$ cat config.mk
export PLATFORM = sky130hd
export DESIGN_NAME = nmea_sentence_field_parser_top
export DESIGN_NICKNAME = d
export VERILOG_FILES = /design/src/rtl/nsfp_pkg.sv /design/src/rtl/nmea_sentence_field_parser_top.sv /design/src/rtl/nsfp_front.sv /design/src/rtl/nsfp_queue.sv /design/src/rtl/nsfp_back.sv
export SDC_FILE = /design/constraint.sdc
export NUM_CORES = 2
export LEC_CHECK = 0
export ABC_CLOCK_PERIOD_IN_PS = 15650
export BUFFER_PORTS_ARGS = -buffer_cell sky130_fd_sc_hd__buf_4
export CAP_MARGIN = 20
export CORE_MARGIN = 4
export CORE_UTILIZATION = 64
export DETAILED_ROUTE_END_ITERATION = 10
export GPL_ROUTABILITY_DRIVEN = 0
export PLACE_DENSITY_LB_ADDON = 0.05
export SYNTH_ARGS = -nofsm -noshare
export SYNTH_HDL_FRONTEND = slang
export SYNTH_HIERARCHICAL = 1
export SYNTH_SLANG_ARGS = --single-unit
export TNS_END_PERCENT = 1
$ cat constraint.sdc
create_clock -name clk -period 15.65 [get_ports clk]
set_input_delay 1.565 -clock clk [delete_from_list [all_inputs] [get_ports clk]]
set_output_delay 1.565 -clock clk [all_outputs]
set_load 0.02 [all_outputs]
$ cat src/rtl/nsfp_pkg.sv
`default_nettype none

package nsfp_pkg;

    localparam int VALUE_BITS      = 40;
    localparam int FRACTION_DIGITS = 5;
    localparam int OUT_BITS        = 40;
    localparam int ACC_W           = VALUE_BITS + 4;
    localparam int POW_BITS        = $clog2(10 ** FRACTION_DIGITS + 1);
    localparam int PROD_BITS       = VALUE_BITS + POW_BITS;
    localparam int FDC_BITS        = $clog2(FRACTION_DIGITS + 1);
    localparam int HDR_LEN         = 5;
    localparam int HDR_BITS        = 8 * HDR_LEN;
    localparam int HPOS_BITS       = $clog2(HDR_LEN + 1);
    localparam int FIELD_BITS      = 5;
    localparam int NUM_SLOTS       = 5;
    localparam int QUEUE_DEPTH     = 4;
    localparam int QP_BITS         = $clog2(QUEUE_DEPTH);
    localparam int QC_BITS         = $clog2(QUEUE_DEPTH + 1);

    localparam logic [VALUE_BITS-1:0] MAG_TOP = VALUE_BITS'(1) << (VALUE_BITS - 1);

    // Characters
    localparam logic [7:0] CH_DOLLAR = 8'h24;
    localparam logic [7:0] CH_LF     = 8'h0A;
    localparam logic [7:0] CH_STAR   = 8'h2A;
    localparam logic [7:0] CH_COMMA  = 8'h2C;
    localparam logic [7:0] CH_DOT    = 8'h2E;
    localparam logic [7:0] CH_MINUS  = 8'h2D;
    localparam logic [7:0] CH_PLUS   = 8'h2B;
    localparam logic [7:0] CH_ZERO   = 8'h30;
    localparam logic [7:0] CH_NINE   = 8'h39;

    // Headers, first character in the high byte
    localparam logic [HDR_BITS-1:0] HDR_GGA = "GPGGA";
    localparam logic [HDR_BITS-1:0] HDR_RMC = "GPRMC";
    localparam logic [HDR_BITS-1:0] HDR_GSA = "GPGSA";
    localparam logic [HDR_BITS-1:0] HDR_GLL = "GPGLL";
    localparam logic [HDR_BITS-1:0] HDR_VTG = "GPVTG";
    localparam logic [HDR_BITS-1:0] HDR_TXT = "GPTXT";

    // Field positions of interest
    localparam logic [FIELD_BITS-1:0] GGA_LAT_FIELD = FIELD_BITS'(2);
    localparam logic [FIELD_BITS-1:0] GGA_LON_FIELD = FIELD_BITS'(4);
    localparam logic [FIELD_BITS-1:0] GGA_ALT_FIELD = FIELD_BITS'(9);
    localparam logic [FIELD_BITS-1:0] RMC_LAT_FIELD = FIELD_BITS'(3);
    localparam logic [FIELD_BITS-1:0] RMC_LON_FIELD = FIELD_BITS'(5);
    localparam logic [FIELD_BITS-1:0] RMC_SPD_FIELD = FIELD_BITS'(7);
    localparam logic [FIELD_BITS-1:0] RMC_CRS_FIELD = FIELD_BITS'(8);

    typedef enum logic [2:0] {
        KIND_GGA  = 3'd0,
        KIND_RMC  = 3'd1,
        KIND_GSA  = 3'd2,
        KIND_GLL  = 3'd3,
        KIND_VTG  = 3'd4,
        KIND_TXT  = 3'd5,
        KIND_NONE = 3'd6
    } kind_t;

    typedef enum logic [2:0] {
        SLOT_LAT  = 3'd0,
        SLOT_LON  = 3'd1,
        SLOT_ALT  = 3'd2,
        SLOT_SPD  = 3'd3,
        SLOT_CRS  = 3'd4,
        SLOT_NONE = 3'd5
    } slot_t;

    typedef enum logic [1:0] {
        OP_OPEN  = 2'd0,
        OP_FIELD = 2'd1,
        OP_END   = 2'd2
    } op_code_t;

    typedef logic [OUT_BITS-1:0] value_t;

    // One queued command from the front to the back
    typedef struct packed {
        op_code_t                code;
        kind_t                   kind;
        slot_t                   slot;
        logic                    sign;
        logic [POW_BITS-1:0]     scale;
        logic [VALUE_BITS-1:0]   acc;
    } op_t;

    function automatic kind_t kind_of(input logic [HDR_BITS-1:0] hdr,
                                      input logic [HPOS_BITS-1:0] pos);
        kind_t k;
        k = KIND_NONE;
        if (pos == HPOS_BITS'(HDR_LEN)) begin
            if (hdr == HDR_GGA)      k = KIND_GGA;
            else if (hdr == HDR_RMC) k = KIND_RMC;
            else if (hdr == HDR_GSA) k = KIND_GSA;
            else if (hdr == HDR_GLL) k = KIND_GLL;
            else if (hdr == HDR_VTG) k = KIND_VTG;
            else if (hdr == HDR_TXT) k = KIND_TXT;
        end
        return k;
    endfunction

    function automatic slot_t slot_of(input kind_t kind,
                                      input logic [FIELD_BITS-1:0] fidx);
        slot_t s;
        s = SLOT_NONE;
        case (kind)
            KIND_GGA:
            begin
                if (fidx == GGA_LAT_FIELD)      s = SLOT_LAT;
                else if (fidx == GGA_LON_FIELD) s = SLOT_LON;
                else if (fidx == GGA_ALT_FIELD) s = SLOT_ALT;
            end
            KIND_RMC:
            begin
                if (fidx == RMC_LAT_FIELD)      s = SLOT_LAT;
                else if (fidx == RMC_LON_FIELD) s = SLOT_LON;
                else if (fidx == RMC_SPD_FIELD) s = SLOT_SPD;
                else if (fidx == RMC_CRS_FIELD) s = SLOT_CRS;
            end
            default:
            begin
                s = SLOT_NONE;
            end
        endcase
        return s;
    endfunction

    // 10 to the power of the missing fraction digits
    function automatic logic [POW_BITS-1:0] pow10_sel(input logic [FDC_BITS-1:0] fdc);
        logic [POW_BITS-1:0] r;
        r = POW_BITS'(1);
        for (int i = 0; i < FRACTION_DIGITS; i++) begin
            if (FDC_BITS'(i) >= fdc) r = POW_BITS'(r * 10);
        end
        return r;
    endfunction

endpackage

`default_nettype wire

$ cat src/rtl/nmea_sentence_field_parser_top.sv
// Channel  Dir  Handshake                     Payload
// text     in   text_valid / text_stall       text_byte[7:0]
// result   out  result_valid / result_stall   sentence_kind[2:0], five 40-bit values
//
// Throughput is one text byte per cycle while text_stall is low.
// A result reaches result_valid after its newline passes through the 4-entry
// command queue, the back's scale multiplier stage and the output register.
// text_stall rises only while the command queue is full, which happens only
// when result_stall holds a finished result in the output register.
// rst_n clears all parser state, the queue and the held sample asynchronously.
`default_nettype none

module nmea_sentence_field_parser_top import nsfp_pkg::*; (
    input  logic                       clk,
    input  logic                       rst_n,
    input  logic                       text_valid,
    output logic                       text_stall,
    input  logic [7:0]                 text_byte,
    output logic                       result_valid,
    input  logic                       result_stall,
    output logic [2:0]                 sentence_kind,
    output logic signed [OUT_BITS-1:0] latitude_value,
    output logic signed [OUT_BITS-1:0] longitude_value,
    output logic signed [OUT_BITS-1:0] altitude_value,
    output logic signed [OUT_BITS-1:0] speed_value,
    output logic signed [OUT_BITS-1:0] course_value
);

    // Front -> queue
    logic push;
    op_t  push_op;
    logic q_full;

    // Queue -> back
    logic pop;
    op_t  head_op;
    logic q_empty;

    // Front: classify each byte, track header and field, build the number,
    // and push open / field / end commands.
    nsfp_front u_front (
        .clk        (clk),
        .rst_n      (rst_n),
        .byte_valid (text_valid),
        .byte_data  (text_byte),
        .byte_stall (text_stall),
        .q_full     (q_full),
        .push       (push),
        .push_op    (push_op)
    );

    // Queue: decouple the front from output back-pressure.
    nsfp_queue u_queue (
        .clk     (clk),
        .rst_n   (rst_n),
        .push    (push),
        .push_op (push_op),
        .full    (q_full),
        .pop     (pop),
        .head_op (head_op),
        .empty   (q_empty)
    );

    // Back: scale fields by the missing fraction digits, saturate, update the
    // pending and held samples, and emit one result per sentence end.
    nsfp_back u_back (
        .clk             (clk),
        .rst_n           (rst_n),
        .head_op         (head_op),
        .q_empty         (q_empty),
        .pop             (pop),
        .result_valid    (result_valid),
        .result_stall    (result_stall),
        .sentence_kind   (sentence_kind),
        .latitude_value  (latitude_value),
        .longitude_value (longitude_value),
        .altitude_value  (altitude_value),
        .speed_value     (speed_value),
        .course_value    (course_value)
    );

endmodule

`default_nettype wire

$ cat src/rtl/nsfp_front.sv
`default_nettype none

module nsfp_front import nsfp_pkg::*; (
    input  logic       clk,
    input  logic       rst_n,
    input  logic       byte_valid,
    input  logic [7:0] byte_data,
    output logic       byte_stall,
    input  logic       q_full,
    output logic       push,
    output op_t        push_op
);

    logic                  in_sent_reg, in_sent_next;
    logic [HDR_BITS-1:0]   hdr_reg, hdr_next;
    logic [HPOS_BITS-1:0]  hpos_reg, hpos_next;
    logic [FIELD_BITS-1:0] fidx_reg, fidx_next;
    logic [VALUE_BITS-1:0] acc_reg, acc_next;
    logic                  sign_reg, sign_next;
    logic                  point_reg, point_next;
    logic                  stop_reg, stop_next;
    logic                  star_reg, star_next;
    logic [FDC_BITS-1:0]   fdc_reg, fdc_next;

    logic                  take;
    kind_t                 kind;
    slot_t                 slot;
    logic [VALUE_BITS-1:0] cap;
    logic [ACC_W-1:0]      ttp_wide;
    logic [VALUE_BITS-1:0] ttp;
    logic                  is_digit;

    assign byte_stall = q_full;
    assign take       = byte_valid && !q_full;
    assign kind       = kind_of(hdr_reg, hpos_reg);
    assign slot       = slot_of(kind, fidx_reg);
    assign cap        = sign_reg ? MAG_TOP : MAG_TOP - VALUE_BITS'(1);
    assign is_digit   = (byte_data >= CH_ZERO) && (byte_data <= CH_NINE);

    // acc * 10 + digit, saturating at the cap
    always_comb
    begin
        ttp_wide = (ACC_W'(acc_reg) << 3) + (ACC_W'(acc_reg) << 1)
                 + ACC_W'(4'(byte_data - CH_ZERO));
        ttp = (ttp_wide > ACC_W'(cap)) ? cap : ttp_wide[VALUE_BITS-1:0];
    end

    always_comb
    begin
        in_sent_next = in_sent_reg;
        hdr_next     = hdr_reg;
        hpos_next    = hpos_reg;
        fidx_next    = fidx_reg;
        acc_next     = acc_reg;
        sign_next    = sign_reg;
        point_next   = point_reg;
        stop_next    = stop_reg;
        star_next    = star_reg;
        fdc_next     = fdc_reg;

        push          = 1'b0;
        push_op.code  = OP_FIELD;
        push_op.kind  = kind;
        push_op.slot  = slot;
        push_op.sign  = sign_reg;
        push_op.scale = pow10_sel(fdc_reg);
        push_op.acc   = acc_reg;

        if (take) begin
            if (byte_data == CH_DOLLAR) begin
                push         = 1'b1;
                push_op.code = OP_OPEN;
                in_sent_next = 1'b1;
                hdr_next     = '0;
                hpos_next    = '0;
                fidx_next    = '0;
                acc_next     = '0;
                sign_next    = 1'b0;
                point_next   = 1'b0;
                stop_next    = 1'b0;
                star_next    = 1'b0;
                fdc_next     = '0;
            end else if (in_sent_reg) begin
                if (byte_data == CH_LF) begin
                    // close the open field unless a checksum already closed it
                    push         = 1'b1;
                    push_op.code = OP_END;
                    if (star_reg) push_op.slot = SLOT_NONE;
                    in_sent_next = 1'b0;
                end else if (!star_reg) begin
                    if (byte_data == CH_STAR || byte_data == CH_COMMA) begin
                        push       = (slot != SLOT_NONE);
                        acc_next   = '0;
                        sign_next  = 1'b0;
                        point_next = 1'b0;
                        stop_next  = 1'b0;
                        fdc_next   = '0;
                        if (byte_data == CH_STAR) begin
                            star_next = 1'b1;
                        end else if (fidx_reg != '1) begin
                            fidx_next = fidx_reg + FIELD_BITS'(1);
                        end
                    end else if (fidx_reg == '0) begin
                        if (hpos_reg < HPOS_BITS'(HDR_LEN)) begin
                            hdr_next  = {hdr_reg[HDR_BITS-9:0], byte_data};
                            hpos_next = hpos_reg + HPOS_BITS'(1);
                        end
                    end else if (!stop_reg) begin
                        if (is_digit) begin
                            if (!point_reg) begin
                                acc_next = ttp;
                            end else if (fdc_reg < FDC_BITS'(FRACTION_DIGITS)) begin
                                acc_next = ttp;
                                fdc_next = fdc_reg + FDC_BITS'(1);
                            end
                        end else if (byte_data == CH_DOT && !point_reg) begin
                            point_next = 1'b1;
                        end else if ((byte_data == CH_MINUS || byte_data == CH_PLUS)
                                     && acc_reg == '0 && !point_reg && !sign_reg) begin
                            if (byte_data == CH_MINUS) sign_next = 1'b1;
                        end else begin
                            stop_next = 1'b1;
                        end
                    end
                end
            end
        end
    end

    always_ff @(posedge clk or negedge rst_n)
    begin
        if (!rst_n) begin
            in_sent_reg <= 1'b0;
            hdr_reg     <= '0;
            hpos_reg    <= '0;
            fidx_reg    <= '0;
            acc_reg     <= '0;
            sign_reg    <= 1'b0;
            point_reg   <= 1'b0;
            stop_reg    <= 1'b0;
            star_reg    <= 1'b0;
            fdc_reg     <= '0;
        end else begin
            in_sent_reg <= in_sent_next;
            hdr_reg     <= hdr_next;
            hpos_reg    <= hpos_next;
            fidx_reg    <= fidx_next;
            acc_reg     <= acc_next;
            sign_reg    <= sign_next;
            point_reg   <= point_next;
            stop_reg    <= stop_next;
            star_reg    <= star_next;
            fdc_reg     <= fdc_next;
        end
    end

endmodule

`default_nettype wire

$ cat src/rtl/nsfp_queue.sv
`default_nettype none

module nsfp_queue import nsfp_pkg::*; (
    input  logic clk,
    input  logic rst_n,
    input  logic push,
    input  op_t  push_op,
    output logic full,
    input  logic pop,
    output op_t  head_op,
    output logic empty
);

    op_t                  mem_reg [QUEUE_DEPTH];
    logic [QP_BITS-1:0]   wr_ptr_reg, wr_ptr_next;
    logic [QP_BITS-1:0]   rd_ptr_reg, rd_ptr_next;
    logic [QC_BITS-1:0]   count_reg, count_next;
    logic                 do_push;
    logic                 do_pop;

    assign full    = (count_reg == QC_BITS'(QUEUE_DEPTH));
    assign empty   = (count_reg == '0);
    assign head_op = mem_reg[rd_ptr_reg];
    assign do_push = push && !full;
    assign do_pop  = pop && !empty;

    always_comb
    begin
        wr_ptr_next = wr_ptr_reg;
        rd_ptr_next = rd_ptr_reg;
        count_next  = count_reg;
        if (do_push) begin
            wr_ptr_next = (wr_ptr_reg == QP_BITS'(QUEUE_DEPTH - 1)) ? '0
                        : wr_ptr_reg + QP_BITS'(1);
        end
        if (do_pop) begin
            rd_ptr_next = (rd_ptr_reg == QP_BITS'(QUEUE_DEPTH - 1)) ? '0
                        : rd_ptr_reg + QP_BITS'(1);
        end
        if (do_push && !do_pop) count_next = count_reg + QC_BITS'(1);
        else if (do_pop && !do_push) count_next = count_reg - QC_BITS'(1);
    end

    always_ff @(posedge clk)
    begin
        if (do_push) mem_reg[wr_ptr_reg] <= push_op;
    end

    always_ff @(posedge clk or negedge rst_n)
    begin
        if (!rst_n) begin
            wr_ptr_reg <= '0;
            rd_ptr_reg <= '0;
            count_reg  <= '0;
        end else begin
            wr_ptr_reg <= wr_ptr_next;
            rd_ptr_reg <= rd_ptr_next;
            count_reg  <= count_next;
        end
    end

endmodule

`default_nettype wire

$ cat src/rtl/nsfp_back.sv
`default_nettype none

module nsfp_back import nsfp_pkg::*; (
    input  logic                       clk,
    input  logic                       rst_n,
    input  op_t                        head_op,
    input  logic                       q_empty,
    output logic                       pop,
    output logic                       result_valid,
    input  logic                       result_stall,
    output logic [2:0]                 sentence_kind,
    output logic signed [OUT_BITS-1:0] latitude_value,
    output logic signed [OUT_BITS-1:0] longitude_value,
    output logic signed [OUT_BITS-1:0] altitude_value,
    output logic signed [OUT_BITS-1:0] speed_value,
    output logic signed [OUT_BITS-1:0] course_value
);

    // scale stage
    logic                  a_valid_reg, a_valid_next;
    op_t                   a_op_reg;
    logic [PROD_BITS-1:0]  a_prod_reg;

    value_t                pend_reg [NUM_SLOTS];
    value_t                pend_next [NUM_SLOTS];
    value_t                held_reg [NUM_SLOTS];
    value_t                held_next [NUM_SLOTS];

    logic                  res_valid_reg, res_valid_next;
    kind_t                 res_kind_reg;
    value_t                res_val_reg [NUM_SLOTS];

    logic                  retire;
    logic                  load_result;
    logic [VALUE_BITS-1:0] cap;
    logic [VALUE_BITS-1:0] mag;
    logic [VALUE_BITS-1:0] sval;
    value_t                field_val;

    assign retire = a_valid_reg
                  && (a_op_reg.code != OP_END || !res_valid_reg || !result_stall);
    assign pop          = !q_empty && (!a_valid_reg || retire);
    assign a_valid_next = pop ? 1'b1 : (retire ? 1'b0 : a_valid_reg);
    assign load_result  = retire && (a_op_reg.code == OP_END);

    // saturate, apply sign, fit to the output width
    always_comb
    begin
        cap       = a_op_reg.sign ? MAG_TOP : MAG_TOP - VALUE_BITS'(1);
        mag       = (a_prod_reg > PROD_BITS'(cap)) ? cap : a_prod_reg[VALUE_BITS-1:0];
        sval      = a_op_reg.sign ? (VALUE_BITS'(0) - mag) : mag;
        field_val = OUT_BITS'($signed(sval));
    end

    always_comb
    begin
        pend_next = pend_reg;
        held_next = held_reg;
        if (retire) begin
            case (a_op_reg.code)
                OP_OPEN:
                begin
                    for (int i = 0; i < NUM_SLOTS; i++) pend_next[i] = '0;
                end
                OP_FIELD, OP_END:
                begin
                    for (int i = 0; i < NUM_SLOTS; i++) begin
                        if (a_op_reg.slot == slot_t'(i)) pend_next[i] = field_val;
                    end
                    if (a_op_reg.code == OP_END) begin
                        if (a_op_reg.kind == KIND_GGA) begin
                            held_next         = pend_next;
                            held_next[SLOT_SPD] = '0;
                            held_next[SLOT_CRS] = '0;
                        end else if (a_op_reg.kind == KIND_RMC) begin
                            held_next         = pend_next;
                            held_next[SLOT_ALT] = '0;
                        end
                    end
                end
                default:
                begin
                    pend_next = pend_reg;
                end
            endcase
        end
    end

    always_comb
    begin
        res_valid_next = res_valid_reg;
        if (load_result) res_valid_next = 1'b1;
        else if (res_valid_reg && !result_stall) res_valid_next = 1'b0;
    end

    always_ff @(posedge clk)
    begin
        if (pop) begin
            a_op_reg   <= head_op;
            a_prod_reg <= PROD_BITS'(head_op.acc) * PROD_BITS'(head_op.scale);
        end
        if (load_result) begin
            res_kind_reg <= a_op_reg.kind;
            res_val_reg  <= held_next;
        end
    end

    always_ff @(posedge clk or negedge rst_n)
    begin
        if (!rst_n) begin
            a_valid_reg   <= 1'b0;
            res_valid_reg <= 1'b0;
            for (int i = 0; i < NUM_SLOTS; i++) begin
                pend_reg[i] <= '0;
                held_reg[i] <= '0;
            end
        end else begin
            a_valid_reg   <= a_valid_next;
            res_valid_reg <= res_valid_next;
            pend_reg      <= pend_next;
            held_reg      <= held_next;
        end
    end

    assign result_valid    = res_valid_reg;
    assign sentence_kind   = res_kind_reg;
    assign latitude_value  = res_val_reg[SLOT_LAT];
    assign longitude_value = res_val_reg[SLOT_LON];
    assign altitude_value  = res_val_reg[SLOT_ALT];
    assign speed_value     = res_val_reg[SLOT_SPD];
    assign course_value    = res_val_reg[SLOT_CRS];

endmodule

`default_nettype wire

Word-level counts from Yosys, hierarchy flattened --
Memory sizes are Yosys's and may differ from the RTL's. Index checks and enable logic that the tools add are counted.
Word-level totals: memories 1, word-level logic and storage cells 309, output and inout port bits 205, memory bits (writable) 264, bits in registers 774
Cells by class: equal/unequal tests 44, add/subtract/negate cells 11, reduce and logical (&&, ||, !) cells 60, multipliers 5, order comparisons 11, mux-type cells 141
Memories:
- u_queue.mem_reg | depth 4, bits a word 66, read ports 1, clocked after Yosys merged registers in 0, wr ports 1, line nsfp_queue.sv:14 | op_t mem_reg [QUEUE_DEPTH];
Operators with widths (number):
- 40-bit 2-to-1 mux | 27
- 200-bit 2-to-1 mux | 5
- 200-bit one-hot mux with 2 select lines | 1
- 40-bit by 39-bit == test with 1-bit output (second input constant) | 6
- 3-bit 2-to-1 mux | 36
- 17-bit 2-to-1 mux | 4
- 57-bit by 40-bit > comparator with 1-bit output | 1
- 40-bit by 17-bit multiplier with 57-bit output | 1
- 1-bit 2-to-1 mux | 52
- 17-bit by 3-bit multiplier with 16-bit output (second input constant) | 3
- 8-bit by 6-bit == test with 1-bit output (second input constant) | 6
- 43-bit by 41-bit adder with 44-bit output | 1
- 44-bit by 4-bit adder with 44-bit output | 1
- 44-bit by 40-bit > comparator with 1-bit output | 1
- 40-bit zero test | 1
- 1-bit by 40-bit subtractor with 40-bit output (first input constant) | 1
- 5-bit 2-to-1 mux | 7
- 2-bit nonzero test | 9
- 3-bit nonzero test | 6
- 8-bit AND reduction | 2
- 5-bit by 3-bit == test with 1-bit output (second input constant) | 3
- 1-bit logical AND | 14
- 2-bit 2-to-1 mux | 7
- 7-bit AND reduction | 2
- other kinds (39) | 75

Longest topological paths before layout --
depth after elaboration 22, depth in mapped cells 29, mapped depth without buffers 25

Hierarchy --
The synthesis kept the hierarchy.
By module, submodules not included:
- nsfp_back | area each 49346.1 sq um, seq. area each 18137.4 sq um, cells each 5011, instances 1
- nsfp_queue | area each 9985.8 sq um, seq. area each 8102.8 sq um, cells each 382, instances 1
- nsfp_front | area each 9646.8 sq um, seq. area each 2402.3 sq um, cells each 1100, instances 1

Least setup slack after synthesis --
Ideal clock, no wire load.
path kind input -> register, start point input port result_stall, end point register u_back.res_val_reg, in the netlist u_back/latitude_value[0] (data pin), stages on the path 7, buffers on the path 3, setup slack 1205 ps, library setup time 281 ps, data arrival time 14164 ps, path through a21oi_1 -> nand2_1 -> nor2_1 -> clkbuf_1 -> clkbuf_1 -> clkbuf_1 -> a31oi_1
RTL lines:
- from (decl) | line nmea_sentence_field_parser_top.sv:20 | input logic result_stall,
- to (signal assigned) | line nsfp_back.sv:104 | res_val_reg <= held_next;
- to (decl) | line nsfp_back.sv:31 | value_t res_val_reg [NUM_SLOTS];

==> flow_summary.toml <==
[clocking]
cts.clk_slew.worst_paths_ps = 60
cts_htree_levels = 3
ctsRootBufferMaster = "clkbuf_16"
clock_latency_ps = 730
clockBufferDepth = 3
cts_buffers = 104
cts.sinks = 1038
cts_tree = "built"
post_cts_buffers = 0
postCtsResizedCells = 0
hold_buffers = 0

[sta]
worst_slack_ps = 5870
fin_skew_ps = 85.3
min_period_ps = 9780
finalSetupTns_ps = 0
rsz0062_at_grt = "false"
relSlewSlack_pct = 23.8
max_slew.worst_pin.slew_ps = 1140
timing.fmax_ghz = 0.102
hold_violations = 0
setup_viol = 0
timing.final.crit_share_pct = 62.5
drv_slew = 0

[yosys]
syn_area_per_cell_um2 = 10.6
netlist_area_mm2 = 0.0690
async_flop_share_pct = 48.7
ys.flop_type = "edfxtp_1"
synth-edff-count = 533
synth_cell_types = 111
synthMuxAreaShare_pct = 2.76
synth-compound-area-share_pct = 11.9
ys_seq_area_share_pct = 41.5
ys_warn_count = 6
synth_simple_gate_area_share_pct = 13.2
ys_ff_latch = 1038
synth_cells = 6493
syn-num-nets = 7428
synthXorXnorAreaFrac_pct = 1.40
synth_fa_ha_area_share_pct = 23.0
synth_top_family_by_area = "adder cells"

[cells_and_area]
area_growth_pct = 9.00
antennaDiodeCount = 0
fillerInstances = 7834
utilization_pct = 70.2
drive_gt1_share_pct = 9.42
multi_input_area_mm2 = 0.0361
largest_reg_flops = 264
layout.nets = 7437
regArea_mm2 = 0.0286

[routing]
routed_wl_mm = 184
remaining_drc_errors = 0
num_vias = 50043
postRouteAntennaNets = 0
firstDrtPassIters = 6
drtIter0Drc = 4973
wl_per_cell_um = 23.0
viasPerCell = 6.26

[critical_path]
cpMostUsedCell = "fa_1"
rrSetupSlack_ps = 5870
ff2ff_path_depth = 24
r2r_start = "u_queue/rd_ptr_reg[0]"
worstPathArrival_ps = 10180
crit_end = "u_back/a_prod_reg[56]"
critPathRequiredTime_ps = 16040
startpoint = "u_queue/rd_ptr_reg[0]"
cp_top_family = "adder cells"
critPathMaxStageDelay_ps = 1090
worst_setup_path_end_kind = "flop"
worstSetupStartpointType = "flop"
crit_cells = 24
crit_chain = "buf_4 > mux4_2 > nand2_1 > fa_1 > inv_1 > fa_1 > inv_1 > fa_1 > inv_1 > fa_1 > fa_1 > inv_1 > fa_1 > inv_1 > ha_1 > nand3_1 > or3_1 > o211ai_1 > o2111ai_1 > a21boi_1 > a41oi_1 > o221ai_1 > o41ai_1 > xnor2_1"
reg2reg_to = "u_back/a_prod_reg[56]"
cpMaxStageDelayCell = "mux4_2"
cp_num_buf_inv = 6
crit_type = "reg -> reg"
cp_max_fo = 44

[grt]
antenna_found_initial = 1
grt_max_degree = 175
overflow = 0
grt_usage_pct = 32.8
grt_pass1_wl_mm = 289
grt_pass1_vias = 50631

[placement]
port_buffers = 216
pre_cts_ws_ps = 5960
place_hpwl_mm = 126

[worst_hold_path]
holdPathStages = 2
hold_start = "u_front/hdr_reg[38]"
worst_hold_path_type = "reg -> reg"

[die]
die_y_um = 336
die_w_um = 336
die_area_mm2 = 0.113
start_util_pct = 64.4
rows = 120
core_area_mm2 = 0.107
pin_count = 217

[status]
status = "completed"

[flow_run]
cap_violations = 0
[synth_stat cells, types with 14 or more instances]
library cell,instances,share of area [%]
nand2_1,1075,5.8
inv_1,724,3.9
fa_1,574,17
edfxtp_1,533,23
dfrtp_1,505,18
ha_1,349,6.3
clkbuf_1,341,1.9
o21ai_0,320,2.3
a21oi_1,252,1.8
and2_1,222,2.0
nor2_1,210,1.1
nand3_1,132,0.96
o221ai_1,119,1.5
xnor2_1,74,0.94
o211ai_1,68,0.74
nor3_1,67,0.49
a21o_1,66,0.72
mux4_2,66,2.2
a22oi_1,58,0.63
and3_1,50,0.45
a221o_1,47,0.68
a31oi_1,44,0.40
nand4_1,43,0.39
o21a_1,38,0.41
xor2_1,36,0.46
a22o_1,32,0.41
nor4_1,29,0.26
mux2i_1,27,0.39
a21boi_0,23,0.25
nor2b_1,23,0.21
o31ai_1,22,0.24
o21ai_1,20,0.15
or3_1,19,0.17
nand2b_1,18,0.16
or2_2,18,0.16
buf_2,17,0.12
nor3b_1,14,0.15
o21bai_1,14,0.15
[routing by layer]
metal / global-route usage, % / vias to the layer above / wire (um)
met5: 0 / - / 0
met4: 14.2 / 0 / 8660
met3: 5.64 / 403 / 15000
met2: 53.3 / 2260 / 87200
met1: 44.0 / 25167 / 72700
li1: - / 22213 / -
[worst min-delay path: stages (launching register included)]
cell and delay [ps]:
dfrtp_1 340, nand2_1 50, nand2_1 40
[worst min-delay path by stage]
stage | to
after floorplan | u_front/hdr_reg[35]
after global placement | u_front/hdr_reg[38]
after detailed placement | u_front/hdr_reg[38]
after CTS | u_front/hdr_reg[38]
after global routing | u_front/hdr_reg[38]
final | u_front/hdr_reg[38]
[kinds of logic (layout without fill, tap and decap cells)]
| kind of cell | after synthesis | count (layout) |
|---|---|---|
| other | 1 | 1 |
| AOI/OAI and AO/OA | 1232 | 1232 |
| and+or+nand+nor | 1974 | 1974 |
| DFF | 1038 | 1038 |
| adders and majority gates | 923 | 923 |
| xor gates and xnor gates | 110 | 110 |
| buffers and inverters | 1109 | 1209 |
| muxes | 106 | 106 |
[metrics by stage]
step / instance area (um2) / hold slack (ps) / std cells
2_1_floorplan: 69000 / 430 / 6493
3_3_place_gp: 71400 / 450 / 7797
6_report: 75200 / 464 / 7996
4_1_cts: 75200 / 471 / 7995
3_5_place_dp: 71500 / 457 / 7798
5_1_grt: 75200 / 491 / 7996
[cell type report]
cell class                 count  share of cell area [%]
timing repair buffer         288                    2.93
inverter                     724                    3.61
sequential                  1038                    38.1
clock inverter                65                    1.21
clock buffer                 132                    3.73
multi-input combinational   4346                    48.1
tap                         1403                    2.33
[cell usage in the layout, fill, tap and decap left out, drive strengths merged, types with 25 or more instances in the layout]
| master | count |
|---|---|
| a21boi | 25 |
| a21o | 67 |
| a21oi | 252 |
| a221o | 47 |
| a22o | 32 |
| a22oi | 58 |
| a31oi | 44 |
| and2 | 223 |
| and3 | 50 |
| buf | 287 |
| clkbuf | 133 |
| clkinv | 33 |
| dfrtp | 505 |
| edfxtp | 533 |
| fa | 574 |
| ha | 349 |
| inv | 727 |
| mux2i | 27 |
| mux4 | 66 |
| nand2 | 1075 |
| nand3 | 134 |
| nand4 | 43 |
| nor2 | 211 |
| nor3 | 69 |
| nor4 | 31 |
| o211ai | 71 |
| o21a | 38 |
| o21ai | 343 |
| o221ai | 120 |
| xnor2 | 74 |
| xor2 | 36 |
Power is not shown: default switching activity piles up to over one toggle a cycle in this logic, so the estimate is an artifact.
